===== config.mk =====
export PLATFORM = sky130hd
export DESIGN_NAME = button_click_hold_detector_flat
export DESIGN_NICKNAME = d
export VERILOG_FILES = /design/src/rtl/core/bchd_pkg.sv /design/src/rtl/core/bchd_if.sv /design/src/rtl/core/bchd_cfg_regs.sv /design/src/rtl/core/bchd_engine.sv /design/src/rtl/core/button_click_hold_detector.sv /design/src/flat_wrapper.sv
export SDC_FILE = /design/constraint.sdc
export NUM_CORES = 1
export LEC_CHECK = 0
export BUFFER_PORTS_ARGS = -buffer_cell sky130_fd_sc_hd__buf_4
export CAP_MARGIN = 5
export CORE_AREA = 2 2 133 135
export CTS_CLUSTER_SIZE = 12
export DETAILED_ROUTE_END_ITERATION = 12
export DIE_AREA = 0 0 135 137
export PLACE_DENSITY = 0.83
export SKIP_CTS_REPAIR_TIMING = 1
export SLEW_MARGIN = 20
export SYNTH_ARGS = -nofsm -noshare
export SYNTH_HDL_FRONTEND = slang
export SYNTH_SLANG_ARGS = --single-unit

===== constraint.sdc =====
create_clock -name clk -period 15.75 [get_ports clk]
set_input_delay 1.575 -clock clk [delete_from_list [all_inputs] [get_ports clk]]
set_output_delay 1.575 -clock clk [all_outputs]
set_load 0.03 [all_outputs]

===== src/rtl/core/bchd_pkg.sv =====
// Shared types and constants for the button click/hold detector.
`default_nettype none

package bchd_pkg;

  localparam int unsigned CFG_IDX_W  = 3;
  localparam int unsigned CFG_DATA_W = 16;
  localparam int unsigned TIME_W     = 32;
  localparam int unsigned CNT_W      = 8;

  // Configuration register indexes
  localparam logic [CFG_IDX_W-1:0] REG_IDLE_LEVEL    = 3'd0;
  localparam logic [CFG_IDX_W-1:0] REG_DEBOUNCE_MS   = 3'd1;
  localparam logic [CFG_IDX_W-1:0] REG_HOLD_TIMEOUT  = 3'd2;
  localparam logic [CFG_IDX_W-1:0] REG_CLICK_TIMEOUT = 3'd3;
  localparam logic [CFG_IDX_W-1:0] REG_STEP_TIMEOUT  = 3'd4;

  // Reset values of the configuration registers
  localparam logic                  RST_IDLE_LEVEL    = 1'b0;
  localparam logic [CFG_DATA_W-1:0] RST_DEBOUNCE_MS   = 16'd80;
  localparam logic [CFG_DATA_W-1:0] RST_HOLD_TIMEOUT  = 16'd500;
  localparam logic [CFG_DATA_W-1:0] RST_CLICK_TIMEOUT = 16'd500;
  localparam logic [CFG_DATA_W-1:0] RST_STEP_TIMEOUT  = 16'd400;

  localparam logic [CNT_W-1:0] CNT_MAX = '1;

  typedef struct packed {
    logic                  idle_level;
    logic [CFG_DATA_W-1:0] debounce_ms;
    logic [CFG_DATA_W-1:0] hold_timeout_ms;
    logic [CFG_DATA_W-1:0] click_timeout_ms;
    logic [CFG_DATA_W-1:0] step_timeout_ms;
  } cfg_t;

  typedef struct packed {
    logic             pressed;
    logic             released;
    logic             single_release;
    logic             hold_started;
    logic             burst_done;
    logic [CNT_W-1:0] burst_clicks;
    logic             step_event;
    logic [CNT_W-1:0] step_count;
    logic             holding;
    logic [CNT_W-1:0] hold_clicks;
  } res_t;

endpackage

`default_nettype wire


===== src/rtl/core/bchd_if.sv =====
// Channel interfaces: poll input, event result and configuration write.
`default_nettype none

interface bchd_in_if;
  logic        valid;
  logic        ready;
  logic        pin_level;
  logic [31:0] now_ms;

  modport source (output valid, output pin_level, output now_ms, input ready);
  modport sink   (input valid, input pin_level, input now_ms, output ready);
endinterface

interface bchd_out_if;
  logic       valid;
  logic       ready;
  logic       pressed;
  logic       released;
  logic       single_release;
  logic       hold_started;
  logic       burst_done;
  logic [7:0] burst_clicks;
  logic       step_event;
  logic [7:0] step_count;
  logic       holding;
  logic [7:0] hold_clicks;

  modport source (
    output valid, output pressed, output released, output single_release,
    output hold_started, output burst_done, output burst_clicks,
    output step_event, output step_count, output holding, output hold_clicks,
    input ready
  );
  modport sink (
    input valid, input pressed, input released, input single_release,
    input hold_started, input burst_done, input burst_clicks,
    input step_event, input step_count, input holding, input hold_clicks,
    output ready
  );
endinterface

interface bchd_cfg_if;
  logic        valid;
  logic        ready;
  logic [2:0]  index;
  logic [15:0] data;

  modport source (output valid, output index, output data, input ready);
  modport sink   (input valid, input index, input data, output ready);
endinterface

`default_nettype wire


===== src/rtl/core/bchd_cfg_regs.sv =====
// Configuration register file for the click/hold detector.
`default_nettype none

module bchd_cfg_regs
  import bchd_pkg::*;
(
  input  wire logic                  clk,
  input  wire logic                  rst_n,
  input  wire logic                  wr_en,
  input  wire logic [CFG_IDX_W-1:0]  wr_index,
  input  wire logic [CFG_DATA_W-1:0] wr_data,
  output cfg_t                       cfg
);

  cfg_t cfg_r;

  always_ff @(posedge clk) begin
    if (!rst_n) begin
      cfg_r.idle_level       <= RST_IDLE_LEVEL;
      cfg_r.debounce_ms      <= RST_DEBOUNCE_MS;
      cfg_r.hold_timeout_ms  <= RST_HOLD_TIMEOUT;
      cfg_r.click_timeout_ms <= RST_CLICK_TIMEOUT;
      cfg_r.step_timeout_ms  <= RST_STEP_TIMEOUT;
    end else if (wr_en) begin
      unique case (wr_index)
        REG_IDLE_LEVEL:    cfg_r.idle_level       <= wr_data[0];
        REG_DEBOUNCE_MS:   cfg_r.debounce_ms      <= wr_data;
        REG_HOLD_TIMEOUT:  cfg_r.hold_timeout_ms  <= wr_data;
        REG_CLICK_TIMEOUT: cfg_r.click_timeout_ms <= wr_data;
        REG_STEP_TIMEOUT:  cfg_r.step_timeout_ms  <= wr_data;
        default: ;  // unmapped index: dropped
      endcase
    end
  end

  assign cfg = cfg_r;

endmodule

`default_nettype wire


===== src/rtl/core/bchd_engine.sv =====
// Button state and per-poll event logic: debounce, release, hold, burst, step.
`default_nettype none

module bchd_engine
  import bchd_pkg::*;
(
  input  wire logic              clk,
  input  wire logic              rst_n,
  input  wire logic              step_en,
  input  wire logic              pin_level,
  input  wire logic [TIME_W-1:0] now_ms,
  input  cfg_t                   cfg,
  output res_t                   res
);

  logic              pressed_latched_r, pressed_latched_nxt;
  logic              debounce_pending_r, debounce_pending_nxt;
  logic [TIME_W-1:0] mark_time_r, mark_time_nxt;
  logic [CNT_W-1:0]  click_count_r, click_count_nxt;
  logic [CNT_W-1:0]  clicks_before_hold_r, clicks_before_hold_nxt;
  logic              hold_active_r, hold_active_nxt;
  logic              step_active_r, step_active_nxt;
  logic              single_pending_r, single_pending_nxt;

  // One subtractor against the stored mark; once a rule moves the mark to
  // now, later rules in the same poll see zero elapsed time.
  logic [TIME_W-1:0] elapsed;
  assign elapsed = now_ms - mark_time_r;

  always_comb begin
    logic              down;
    logic              mark_now;
    logic [TIME_W-1:0] el;
    logic              pl, dp, ha, sa, sp;
    logic [CNT_W-1:0]  cc, cbh;

    down     = pin_level ^ cfg.idle_level;
    mark_now = 1'b0;
    pl  = pressed_latched_r;
    dp  = debounce_pending_r;
    ha  = hold_active_r;
    sa  = step_active_r;
    sp  = single_pending_r;
    cc  = click_count_r;
    cbh = clicks_before_hold_r;
    res = '0;

    // press debounce
    if (down && !pl) begin
      if (!dp) begin
        dp       = 1'b1;
        mark_now = 1'b1;
      end else if (elapsed >= TIME_W'(cfg.debounce_ms)) begin
        pl          = 1'b1;
        sp          = 1'b1;
        res.pressed = 1'b1;
      end
    end else begin
      dp = 1'b0;
    end

    // release
    if (!down && pl) begin
      pl = 1'b0;
      if (!ha && cc != CNT_MAX) cc = cc + CNT_W'(1);
      ha           = 1'b0;
      res.released = 1'b1;
      mark_now     = 1'b1;
      if (sa) begin
        cc = '0;
        sa = 1'b0;
      end
      if (sp) begin
        sp                 = 1'b0;
        res.single_release = 1'b1;
      end
    end

    // hold start
    el = mark_now ? '0 : elapsed;
    if (pl && down && !ha && el >= TIME_W'(cfg.hold_timeout_ms)) begin
      ha               = 1'b1;
      sa               = 1'b1;
      sp               = 1'b0;
      cbh              = cc;
      mark_now         = 1'b1;
      res.hold_started = 1'b1;
    end

    // burst close
    el = mark_now ? '0 : elapsed;
    if (!down && cc != '0 && el >= TIME_W'(cfg.click_timeout_ms)) begin
      res.burst_done   = 1'b1;
      res.burst_clicks = cc;
      cc               = '0;
    end

    // step repeat
    el = mark_now ? '0 : elapsed;
    if (sa && el >= TIME_W'(cfg.step_timeout_ms)) begin
      mark_now       = 1'b1;
      res.step_event = 1'b1;
      res.step_count = cc;
    end

    res.holding     = ha | sa;
    res.hold_clicks = ha ? cbh : '0;

    pressed_latched_nxt    = pl;
    debounce_pending_nxt   = dp;
    mark_time_nxt          = mark_now ? now_ms : mark_time_r;
    click_count_nxt        = cc;
    clicks_before_hold_nxt = cbh;
    hold_active_nxt        = ha;
    step_active_nxt        = sa;
    single_pending_nxt     = sp;
  end

  always_ff @(posedge clk) begin
    if (!rst_n) begin
      pressed_latched_r    <= 1'b0;
      debounce_pending_r   <= 1'b0;
      mark_time_r          <= '0;
      click_count_r        <= '0;
      clicks_before_hold_r <= '0;
      hold_active_r        <= 1'b0;
      step_active_r        <= 1'b0;
      single_pending_r     <= 1'b0;
    end else if (step_en) begin
      pressed_latched_r    <= pressed_latched_nxt;
      debounce_pending_r   <= debounce_pending_nxt;
      mark_time_r          <= mark_time_nxt;
      click_count_r        <= click_count_nxt;
      clicks_before_hold_r <= clicks_before_hold_nxt;
      hold_active_r        <= hold_active_nxt;
      step_active_r        <= step_active_nxt;
      single_pending_r     <= single_pending_nxt;
    end
  end

endmodule

`default_nettype wire


===== src/rtl/core/button_click_hold_detector.sv =====
// Top level of the push-button click/hold detector.
`default_nettype none

// Each input transaction is one poll of a push button (raw pin level plus a
// wrapping millisecond timestamp) and yields exactly one result transaction
// carrying that poll's event pulses (press, release, single release, hold
// start, burst close with its click count, step repeat with its count) and
// the holding level. The button is down when the pin differs from the
// configured idle level; all elapsed times are 32-bit wrapping differences.
// Throughput is one poll per clock while results are taken: a poll sits in
// an input register, the event logic (one 32-bit subtract and four 32-bit
// threshold compares against 16-bit settings) runs in the cycle it moves to
// the output register, and the button state is updated in that same cycle,
// so polls stream back to back. A poll passes through the input register and
// then the output register before its result is presented. While a result
// waits, a new poll is still taken if the input register is empty.
// Configuration writes are taken in any cycle (cfg_chan.ready is tied high)
// and must only be issued while no poll is in flight; unknown register
// indexes are ignored.
module button_click_hold_detector
  import bchd_pkg::*;
(
  input  wire logic clk,
  input  wire logic rst_n,
  bchd_in_if.sink   in_chan,
  bchd_out_if.source out_chan,
  bchd_cfg_if.sink  cfg_chan
);

  cfg_t cfg;
  res_t res;

  // Input register
  logic              in_valid_r;
  logic              pin_r;
  logic [TIME_W-1:0] now_r;

  // Output register
  logic out_valid_r;
  res_t res_r;

  logic advance;

  // A poll moves from the input to the output register when the output
  // slot is empty or its result is being taken this cycle.
  assign advance       = in_valid_r && (!out_valid_r || out_chan.ready);
  assign in_chan.ready = !in_valid_r || advance;
  assign cfg_chan.ready = 1'b1;

  bchd_cfg_regs u_cfg (
    .clk      (clk),
    .rst_n    (rst_n),
    .wr_en    (cfg_chan.valid),
    .wr_index (cfg_chan.index),
    .wr_data  (cfg_chan.data),
    .cfg      (cfg)
  );

  bchd_engine u_engine (
    .clk       (clk),
    .rst_n     (rst_n),
    .step_en   (advance),
    .pin_level (pin_r),
    .now_ms    (now_r),
    .cfg       (cfg),
    .res       (res)
  );

  always_ff @(posedge clk) begin
    if (!rst_n) begin
      in_valid_r <= 1'b0;
    end else if (in_chan.ready) begin
      in_valid_r <= in_chan.valid;
    end
  end

  always_ff @(posedge clk) begin
    if (in_chan.valid && in_chan.ready) begin
      pin_r <= in_chan.pin_level;
      now_r <= in_chan.now_ms;
    end
  end

  always_ff @(posedge clk) begin
    if (!rst_n) begin
      out_valid_r <= 1'b0;
    end else if (advance) begin
      out_valid_r <= 1'b1;
    end else if (out_chan.ready) begin
      out_valid_r <= 1'b0;
    end
  end

  always_ff @(posedge clk) begin
    if (advance) begin
      res_r <= res;
    end
  end

  assign out_chan.valid          = out_valid_r;
  assign out_chan.pressed        = res_r.pressed;
  assign out_chan.released       = res_r.released;
  assign out_chan.single_release = res_r.single_release;
  assign out_chan.hold_started   = res_r.hold_started;
  assign out_chan.burst_done     = res_r.burst_done;
  assign out_chan.burst_clicks   = res_r.burst_clicks;
  assign out_chan.step_event     = res_r.step_event;
  assign out_chan.step_count     = res_r.step_count;
  assign out_chan.holding        = res_r.holding;
  assign out_chan.hold_clicks    = res_r.hold_clicks;

endmodule

`default_nettype wire


===== src/flat_wrapper.sv =====
// flat-port wrapper written by rule: the top's interface ports become plain ports
module button_click_hold_detector_flat import bchd_pkg::*;
  (clk, rst_n, in_chan_valid, in_chan_pin_level, in_chan_now_ms, in_chan_ready, out_chan_valid, out_chan_pressed, out_chan_released, out_chan_single_release, out_chan_hold_started, out_chan_burst_done, out_chan_burst_clicks, out_chan_step_event, out_chan_step_count, out_chan_holding, out_chan_hold_clicks, out_chan_ready, cfg_chan_valid, cfg_chan_index, cfg_chan_data, cfg_chan_ready);
  bchd_in_if in_chan_i ();
  bchd_out_if out_chan_i ();
  bchd_cfg_if cfg_chan_i ();
  input  wire logic clk;
  input  wire logic rst_n;
  input wire logic [$bits(in_chan_i.valid)-1:0] in_chan_valid;
  input wire logic [$bits(in_chan_i.pin_level)-1:0] in_chan_pin_level;
  input wire logic [$bits(in_chan_i.now_ms)-1:0] in_chan_now_ms;
  output wire logic [$bits(in_chan_i.ready)-1:0] in_chan_ready;
  output wire logic [$bits(out_chan_i.valid)-1:0] out_chan_valid;
  output wire logic [$bits(out_chan_i.pressed)-1:0] out_chan_pressed;
  output wire logic [$bits(out_chan_i.released)-1:0] out_chan_released;
  output wire logic [$bits(out_chan_i.single_release)-1:0] out_chan_single_release;
  output wire logic [$bits(out_chan_i.hold_started)-1:0] out_chan_hold_started;
  output wire logic [$bits(out_chan_i.burst_done)-1:0] out_chan_burst_done;
  output wire logic [$bits(out_chan_i.burst_clicks)-1:0] out_chan_burst_clicks;
  output wire logic [$bits(out_chan_i.step_event)-1:0] out_chan_step_event;
  output wire logic [$bits(out_chan_i.step_count)-1:0] out_chan_step_count;
  output wire logic [$bits(out_chan_i.holding)-1:0] out_chan_holding;
  output wire logic [$bits(out_chan_i.hold_clicks)-1:0] out_chan_hold_clicks;
  input wire logic [$bits(out_chan_i.ready)-1:0] out_chan_ready;
  input wire logic [$bits(cfg_chan_i.valid)-1:0] cfg_chan_valid;
  input wire logic [$bits(cfg_chan_i.index)-1:0] cfg_chan_index;
  input wire logic [$bits(cfg_chan_i.data)-1:0] cfg_chan_data;
  output wire logic [$bits(cfg_chan_i.ready)-1:0] cfg_chan_ready;
  assign in_chan_i.valid = in_chan_valid;
  assign in_chan_i.pin_level = in_chan_pin_level;
  assign in_chan_i.now_ms = in_chan_now_ms;
  assign in_chan_ready = in_chan_i.ready;
  assign out_chan_valid = out_chan_i.valid;
  assign out_chan_pressed = out_chan_i.pressed;
  assign out_chan_released = out_chan_i.released;
  assign out_chan_single_release = out_chan_i.single_release;
  assign out_chan_hold_started = out_chan_i.hold_started;
  assign out_chan_burst_done = out_chan_i.burst_done;
  assign out_chan_burst_clicks = out_chan_i.burst_clicks;
  assign out_chan_step_event = out_chan_i.step_event;
  assign out_chan_step_count = out_chan_i.step_count;
  assign out_chan_holding = out_chan_i.holding;
  assign out_chan_hold_clicks = out_chan_i.hold_clicks;
  assign out_chan_i.ready = out_chan_ready;
  assign cfg_chan_i.valid = cfg_chan_valid;
  assign cfg_chan_i.index = cfg_chan_index;
  assign cfg_chan_i.data = cfg_chan_data;
  assign cfg_chan_ready = cfg_chan_i.ready;
  button_click_hold_detector u_core (.clk(clk), .rst_n(rst_n), .in_chan(in_chan_i), .out_chan(out_chan_i), .cfg_chan(cfg_chan_i));
endmodule

==> reports/metrics.cfg <==
[run_status]
status = completed

[grt]
gr-total-overflow = 0
grt_max_degree = 89
antenna_found_initial = 0
grt_pass1_vias = 8700
track_usage_pct = 28.69
grt_pass1_wl_um = 42010

[min_path]
hold_depth = 2
hold_class = flop to flop

[route]
vias_per_cell = 5.866
drcViolationCount = 0
wl_met2_um = 12400
wl_met3_um = 1506
dr_total_vias = 9274
drt_first_pass_iters = 5
avgRoutedWirePerCell_um = 16.38
drt-initial-drc-count = 663
wl_met1_um = 11130
wl_um = 25890
highest_layer = met4
ant_nets = 0

[setup_path]
crit_path_frequent_cell = nor2_1
cp-startpoint = u_core.now_r[0]
end_kind = flop
startpoint_type = flop
r2r_cells = 31
cp_data_arrival_time_ns = 7.95
slowest_delay_ns = 0.77
r2r_setup_slack_ns = 7.97
cp_slowest_cell = a21oi_1
r2r-start = u_core.now_r[0]
regToRegEndpoint = u_core.out_chan.step_count[4]
cp-endpoint = u_core.out_chan.step_count[4]
critPathMaxFanout = 12
crit_type = flop to flop
worstPathRequired_ns = 15.92

[power_and_ir_drop]
combinationalPowerShare_pct = 22.0
switchingPower_mw = 0.3743
pwr-share-clk_pct = 35.7
p_int_mw = 0.8497
p_leak_nw = 4.932
power_per_cell_area_nw_per_um2 = 99.25
switching_share_pct = 30.58
ir_worst_vdd_uv = 87.41
pwr-share-seq_pct = 42.3

[clock_network]
cts_buffers = 17
clkSlewWorstSetupHoldPaths_ns = 0.07
clockRootBuffer = clkbuf_16
cts_buffer_depth = 2
h-tree-depth = 4
insertion_delay_ns = 0.45
cts_tree = done
cts.sinks = 184

[timing]
setup-violations-final = 0
tightest_slew_ns = 1.033
holdWs_ns = 0.4568
slew_viol_final = 0
fin_crit_sh_pct = 49.38
fin_setup_tns_ns = 0
rsz0062_at_grt = no
clock_skew_ns = 0.008990
relSlewSlack_pct = 31.11
fmax_ghz = 0.1286
hold_viol_final = 0
finalCriticalPeriod_ns = 7.778

[yosys]
yosys.area_share.simple_pct = 19.82
synthDistinctLibCells = 74
ys_ff_latch = 184
synth_area_leader_cell = dfxtp_1
async_flop_share_pct = 0
synth_compound_area_share_pct = 17.42
synthFlopType = dfxtp_1
synth.area.mux_share_pct = 3.724
synth.top_cell.area_share_pct = 21.80
synth.avg_cell_area_um2 = 8.550
synth_top_family_by_area = simple AND/OR/NAND/NOR gates
synthCells = 1289
synthesis.area_um2 = 11020
synth_edf_count = 64
synth-adder-area-share_pct = 10.85
yosysWarnings = 0
synth-xor-area-share_pct = 2.384
yosysSeqAreaShare_pct = 39.24
syn_nets = 1441
synth.area.top_cells = dfxtp_1, edfxtp_1, ha_1, nand2_1, inv_1

[floorplanning]
start_util_pct = 64.61
core_um2 = 17060
row_count = 48
num_io_pins = 91
die_y_um = 137
die_w_um = 135
die_area_um2 = 18500

[place]
gp_congestion = 0.9415
dpl.hpwl_um = 18450
port_buffers = 89
placed_area_um2 = 11740

[finish]
post_route_cells_drive_above_1_share_pct = 11.65
stdcell_area_um2 = 12330
area_growth_pct = 11.91
mostFrequentLayoutCells = nand2_1, inv_1, dfxtp_1
fin_nets = 1495
antenna-diode-count = 0
final_common_cell = nand2_1

[run]
drv_cap = 0

-- cell usage after synthesis (5+ instances only) --
| cell type | number |
|---|---|
| a32o_1 | 8 |
| nand2b_1 | 14 |
| dfxtp_1 | 120 |
| o21ai_0 | 39 |
| xor2_1 | 14 |
| nand4_1 | 21 |
| or2_2 | 13 |
| a2111oi_0 | 5 |
| o211ai_1 | 24 |
| mux2i_1 | 41 |
| a31oi_1 | 9 |
| inv_1 | 120 |
| clkbuf_1 | 44 |
| nor2b_1 | 20 |
| a211oi_1 | 6 |
| nor2_1 | 95 |
| or3_1 | 5 |
| nand2_1 | 249 |
| nor3_1 | 17 |
| o21a_1 | 5 |
| a21oi_1 | 61 |
| buf_2 | 5 |
| xnor2_1 | 16 |
| and3_1 | 8 |
| ha_1 | 94 |
| a21o_1 | 25 |
| edfxtp_1 | 64 |
| nand3_1 | 15 |
| a21boi_0 | 53 |
-- sequential cells by signal (all words and copies together), names as in the netlist --
signal	count
u_core.out_chan.hold_clicks	8
u_core.out_chan.hold_started	1
u_core.u_engine.click_count_r	8
u_core.u_engine.pressed_latched_r	1
u_core.out_chan.holding	1
u_core.out_chan.single_release	1
u_core.out_chan.pressed	1
u_core.pin_r	1
u_core.out_chan.burst_done	1
u_core.in_valid_r	1
u_core.out_chan.step_event	1
u_core.now_r	32
u_core.out_chan.released	1
u_core.u_cfg.cfg	65
u_core.out_chan.step_count	8
u_core.u_engine.clicks_before_hold_r	8
u_core.u_engine.hold_active_r	1
u_core.u_engine.debounce_pending_r	1
u_core.u_engine.single_pending_r	1
u_core.u_engine.mark_time_r	32
u_core.out_chan.burst_clicks	8
u_core.u_engine.step_active_r	1
u_core.out_chan.valid	1
-- critical path: cells and delay by family (launching register included) --
kind,cells,cell delay [ns]
fa+ha+maj,4,1.17
compound gates,9,2.97
simple gates,13,2.26
xor+xnor,1,0.28
flops,1,0.40
buf+inv,4,0.42
-- cell families (layout without fill, tap and decap cells) --
| kind of cell | after synthesis | in the layout |
|---|---|---|
| mux | 41 | 41 |
| simple gates | 483 | 483 |
| flops | 184 | 184 |
| buf+inv | 179 | 246 |
| compound gates | 276 | 276 |
| other cells | 1 | 1 |
| fa+ha+maj | 95 | 95 |
| xor+xnor | 30 | 30 |
-- power groups by stage --
stage                     logic (mW)  registers (mW)  clock network [mW]
after floorplan                0.183           0.533                   0
after global placement         0.254           0.527                   0
after detailed placement       0.261           0.528                   0
after CTS                      0.264           0.517               0.440
after global routing           0.298           0.519               0.458
final                          0.269           0.517               0.437
-- area by class of cell --
| cell class | instances | area [um2] |
|---|---|---|
| fillers | 1334 | 4723 |
| flip-flops and latches | 184 | 4324 |
| well taps | 225 | 281.5 |
| clock inverters | 14 | 162.7 |
| repair buffers | 92 | 690.7 |
| inverters | 122 | 457.9 |
| clock buffers | 18 | 429.2 |
| multi-input cells | 926 | 5987 |
-- how the worst min path moves through the flow --
stage,startpoint,to
after global routing,u_core.u_engine.mark_time_r[29],u_core.u_engine.mark_time_r[29]
after detailed placement,u_core.u_engine.mark_time_r[18],u_core.u_engine.mark_time_r[18]
final,u_core.u_engine.mark_time_r[11],u_core.u_engine.mark_time_r[11]
after CTS,u_core.u_engine.mark_time_r[18],u_core.u_engine.mark_time_r[18]
after global placement,u_core.u_engine.mark_time_r[30],u_core.u_engine.mark_time_r[30]
after floorplan,u_core.u_engine.mark_time_r[10],u_core.u_engine.mark_time_r[10]
-- metal layers --
metal | global-route usage (%) | vias to the layer above
met3 | 5.037 | 67
met2 | 48.93 | 323
met5 | 0 | -
met4 | 12.15 | 0
met1 | 35.98 | 4338
li1 | - | 4546
-- per-stage QoR --
stage	worst slack (ns)	cells	util, %	power [mW]
after floorplan	9.701	1289	-	0.7157
after global placement	8.390	1549	68.84	0.7811
after detailed placement	8.155	1549	68.84	0.7885
after CTS	8.062	1581	72.31	1.222
after global routing	7.230	1581	72.31	1.275
final	7.972	1581	72.31	1.224
No activity file was read; power rests on OpenSTA's default activity.
